[src/rtl/qrs_pkg.sv]
`timescale 1ns / 1ps
`default_nettype none
// ----------------------------------------------------------------------------
// qrs_pkg
// Shared constants and types of the quadratic root solver pipeline.
// ----------------------------------------------------------------------------
package qrs_pkg;

   localparam int QRS_COEF_WIDTH = 32;
   localparam int QRS_FRAC_BITS  = 16;

   typedef enum logic [1:0] {
      KIND_REAL       = 2'd0,
      KIND_COMPLEX    = 2'd1,
      KIND_DEGENERATE = 2'd2
   } root_kind_type;

   // Control that travels with a word from the input stage to the numerators.
   typedef struct packed {
      logic valid;
      logic sa;
      logic sb;
      logic sc;
      logic dneg;
   } front_ctl_type;

   // Control that travels with a word through the dividers.
   typedef struct packed {
      logic valid;
      logic degen;
      logic cplx;
      logic neg1;
      logic neg2;
   } div_ctl_type;

endpackage
`default_nettype wire

[src/rtl/qrs_isqrt.sv]
`timescale 1ns / 1ps
`default_nettype none
// ----------------------------------------------------------------------------
// qrs_isqrt
// Pipelined integer square root, rounded down, one result bit per stage.
// ----------------------------------------------------------------------------
module qrs_isqrt import qrs_pkg::*; #(
   parameter int RAD_WIDTH = 2 * QRS_COEF_WIDTH + 2
) (
   input  wire logic                   clock,
   input  wire logic                   en,
   input  wire logic [RAD_WIDTH-1:0]   rad_in,
   output logic      [RAD_WIDTH/2-1:0] root_out
);

   localparam int SQ  = RAD_WIDTH / 2;
   localparam int RMW = SQ + 2;
   localparam int TW  = RMW + 2;

   logic [RMW-1:0]       rem_ff  [SQ];
   logic [SQ-1:0]        root_ff [SQ];
   logic [RAD_WIDTH-1:0] rad_ff  [SQ];

   for (genvar k = 0; k < SQ; k++) begin : g_stage
      logic [RMW-1:0]       rem_prev;
      logic [SQ-1:0]        root_prev;
      logic [RAD_WIDTH-1:0] rad_prev;
      logic [TW-1:0]        t;
      logic [TW-1:0]        trial;
      logic                 ge;

      if (k == 0) begin : g_first
         assign rem_prev  = '0;
         assign root_prev = '0;
         assign rad_prev  = rad_in;
      end else begin : g_next
         assign rem_prev  = rem_ff[k-1];
         assign root_prev = root_ff[k-1];
         assign rad_prev  = rad_ff[k-1];
      end

      assign t     = {rem_prev, rad_prev[RAD_WIDTH-1 -: 2]};
      assign trial = TW'({root_prev, 2'b01});
      assign ge    = (t >= trial);

      always_ff @(posedge clock) begin
         if (en) begin
            rem_ff[k]  <= ge ? RMW'(t - trial) : RMW'(t);
            root_ff[k] <= {root_prev[SQ-2:0], ge};
            rad_ff[k]  <= rad_prev << 2;
         end
      end
   end

   assign root_out = root_ff[SQ-1];

endmodule
`default_nettype wire

[config.mk]
export PLATFORM = sky130hd
export DESIGN_NAME = qrs_isqrt
export DESIGN_NICKNAME = d
export VERILOG_FILES = /design/src/rtl/qrs_pkg.sv /design/src/rtl/qrs_isqrt.sv
export SDC_FILE = /design/constraint.sdc
export NUM_CORES = 2
export LEC_CHECK = 0
export BUFFER_PORTS_ARGS = -buffer_cell sky130_fd_sc_hd__buf_2
export CORE_MARGIN = 5
export CORE_UTILIZATION = 55
export CTS_CLUSTER_DIAMETER = 40
export DETAILED_ROUTE_END_ITERATION = 7
export GPL_TIMING_DRIVEN = 1
export PLACE_DENSITY = 0.8
export SLEW_MARGIN = 0
export SYNTH_ARGS = -nofsm -noshare
export SYNTH_HDL_FRONTEND = slang
export SYNTH_MEMORY_MAX_BITS = 65536
export SYNTH_SLANG_ARGS = --single-unit
[constraint.sdc]
create_clock -name clock -period 4.25 [get_ports clock]
set_input_delay 0.425 -clock clock [delete_from_list [all_inputs] [get_ports clock]]
set_output_delay 0.425 -clock clock [all_outputs]
set_load 0.01 [all_outputs]
==> results.md <==
- Setup Skew: 0.0746 ns
- Leakage: 55.5 nW
- Worst Reg-to-Reg Cells: 11
- Sw Ratio: 0.281
- Starting Density: 0.554
- Wire per inst: 19.5 um
- Hold bufs inserted after CTS: 67
- Sequential share of the synthesized area: 0.646
- Post-synth EDFFs: 2684
- Worst IR Drop VDD: 0.000484 V
- Final WL: 263 mm
- Final min period: 4.03 ns
- Synth top area share: 0.646
- CTS tree: done
- Share of flip-flops with an asynchronous set or reset: 0
- Die H: 486 um
- Pin count of the biggest net entering global routing: 126
- Post-route ant nets: 0
- Setup violators final: 0
- Netlist Area Pre-Place: 125000 um^2
- Worst Hold Depth: 1
- YS warnings: 0
- Fmax: 248 MHz
- Internal power: 58.7 mW
- Number of cells on the critical path: 11
- Area Growth Syn to Fin: 14.8%
- DRC: 0
- First-pass DRT Iterations: 7
- Max-cap viol count: 0
- Combinational share of power: 0.187
- Final Util: 0.635
- Number of global-route vias before repair: 77500
- Critical path required time: 4.91 ns
- Post-CTS Resized: 0
- Initial DRC Count: 6140
- Critical path endpoint category: flop
- WP buf/inv: 0
- Hold WC Path Type: in2reg
- Startpoint types: flop
- P_sw: 23.0 mW
- CTS buffer count: 376
- Worst skew pair latency: 0.97 ns
- Slowest-stage cell, CP: a221oi_1
- RSZ-0062 raised after global routing: no
- Setup_tns: 0 ns
- Initial antenna violation count: 3
- # port buffers: 100
- Synth area leader: edfxtp_1
- Yosys cell types: 93
- Row count: 174
- Routed vias/inst: 5.73
- Cells after synthesis: 9675
- Global-route wire length before repair: 417 mm
- Core box area: 225000 um^2
- Final HPWL from detailed placement: 185 mm
- Fill cell count: 16400
- Worst Path Arrival: 4.69 ns
- Clk slew on worst S/H paths: 0.06 ns
- Synthesized Nets: 10300
- CTS root buf: clkbuf_16
- Slew @ Worst Pin: 1.03 ns
- Clock Tree Buf Depth: 4
- Die Area: 236000 um^2
- Top post-synthesis cells by area: edfxtp_1 (65%), ha_1 (6.0%), xor2_1 (3.1%)
- # Post-CTS Setup Buffers: 0
- Top Ports: 101
- CP delay by family, top: compound AO/OA/AOI/OAI gates
- Max-slew headroom: 0.316
- Area occupied by multi-input gates: 40700 um^2
- Sequential power share: 0.437
- GP Congestion: 0.917
- Slew Viols, Final: 0
- Sink Count: 2684
- Via total after detailed routing: 77200
- Final period utilization: 0.948
- Status: finished clean
- Final nets: 10900
- Clock Power Share: 0.376
- FF/Latch Area: 80600 um^2
- Total grt overflow: 0
- Share of cells above drive strength 1: 0.0899
- Main synth FF type: edfxtp_1
- CP Cell Sequence: ha_1 > nor2b_1 > o31a_1 > o311a_1 > o31ai_1 > o2111ai_1 > a311oi_1 > o41ai_1 > a221oi_1 > nor4b_1 > or3_1
- #FFs+latches synth: 2684
- Max incr delay on CP: 0.50 ns
- H-tree levels: 5
- Avg Cell Area, Syn: 12.9 um^2
- Top fanout value on the critical path: 4
- Hold Violations, Final: 0
- Cell Pwr Density: 571 nW/um^2
- Die X: 486 um
- Critical path class: reg2reg
- Total GRT Usage: 0.218
==> cell usage in the layout, fill, tap and decap left out, types with 59 or more instances in the layout <==
cell / count
o31ai_1: 87
nand2b_1: 120
ha_1: 596
nand3_1: 144
inv_1: 762
clkbuf_16: 381
nand2_1: 673
buf_2: 99
o21a_1: 115
or3_1: 108
and3_1: 64
inv_6: 59
nor2_1: 612
a21oi_1: 593
nand4_1: 103
or4_1: 59
edfxtp_1: 2684
xor2_1: 448
a21o_1: 281
buf_4: 123
xnor2_1: 422
nor3_1: 240
nor2b_1: 81
o21ai_1: 251
nor4_1: 129
dlygate4sd3_1: 67
o21ai_0: 258
==> power groups by stage <==
stage	combinational (mW)	sequential [mW]	clock, mW
3_3_place_gp	14.8	36.2	0
2_1_floorplan	11.1	35.1	0
4_1_cts	15.2	35.8	31.3
5_1_grt	16.9	36.0	32.6
6_report	15.3	35.8	30.7
3_5_place_dp	15.0	36.3	0
==> cells by family (layout without fill, tap and decap cells) <==
family	Yosys count	after routing	share of synthesized area
other cells	1	3	0.0000301
compound gates	1971	1971	0.0984
mux	60	60	0.00532
xor+xnor	870	870	0.0611
buf+inv	953	1772	0.0287
simple gates	2540	2540	0.100
fa+ha+maj	596	596	0.0598
flops	2684	2684	0.646
==> sequential cells by signal (all words and copies together) (netlist names) <==
signal   count
rad_ff    1056
root_ff    561
rem_ff    1067
==> metrics by stage <==
step | setup WS (ns) | power, mW | cells | cell area (um^2) | hold slack [ns]
floorplan | 0.552 | 46.2 | 9675 | 125000 | 0.400
global placement | 0.404 | 51.0 | 12700 | 130000 | 0.400
detailed placement | 0.310 | 51.3 | 12700 | 130000 | 0.405
CTS | 0.255 | 82.3 | 13500 | 143000 | 0.0151
global route | 0.0201 | 85.6 | 13500 | 143000 | 0.0263
finish | 0.221 | 81.8 | 13500 | 143000 | 0.0117
==> cells in the mapped netlist, drive strengths merged, types with 28 or more instances <==
cell,instances
xor2,448
mux2,50
o31ai,89
a21oi,595
nor4,131
and2,29
or2,58
nor3,242
xnor2,422
inv,779
a21o,281
o21a,115
edfxtp,2684
nand3,144
ha,596
a31oi,44
o21ai,510
or3,109
nand2b,120
or4,60
clkbuf,158
nand2,673
a21boi,31
nor2,614
nand3b,28
a211oi,49
nand4,103
nor2b,81
and3,64
o21bai,46
==> cell type report <==
| type | count | share of cell area |
|---|---|---|
| multi-input cells | 6038 | 0.284 |
| well taps | 2992 | 0.0262 |
| flip-flops and latches | 2684 | 0.563 |
| diodes | 2 | 0.0000350 |
| clock buffers | 415 | 0.0675 |
| repair buffers | 321 | 0.0191 |
| clock inverters | 256 | 0.0196 |
| inverters | 780 | 0.0205 |
==> per-layer routing <==
metal  global-route usage  up-vias  share of wire
li1                     -    37000              -
met1                0.272    37400           0.40
met2                0.393     2208           0.51
met3               0.0288      627          0.046
met4               0.0766        0          0.035
met5                    0        -              0
==> worst paths after layout <==
kind,start,to,slack (ns)
max,rem_ff[0][1050],rem_ff[0][1115],0.22
min,en,rad_ff[0][31],0.01
max reg2reg,rem_ff[0][1050],rem_ff[0][1115],0.22
min reg2reg,rad_ff[0][763],rad_ff[0][829],0.40
(Power assumes the default switching activity.)
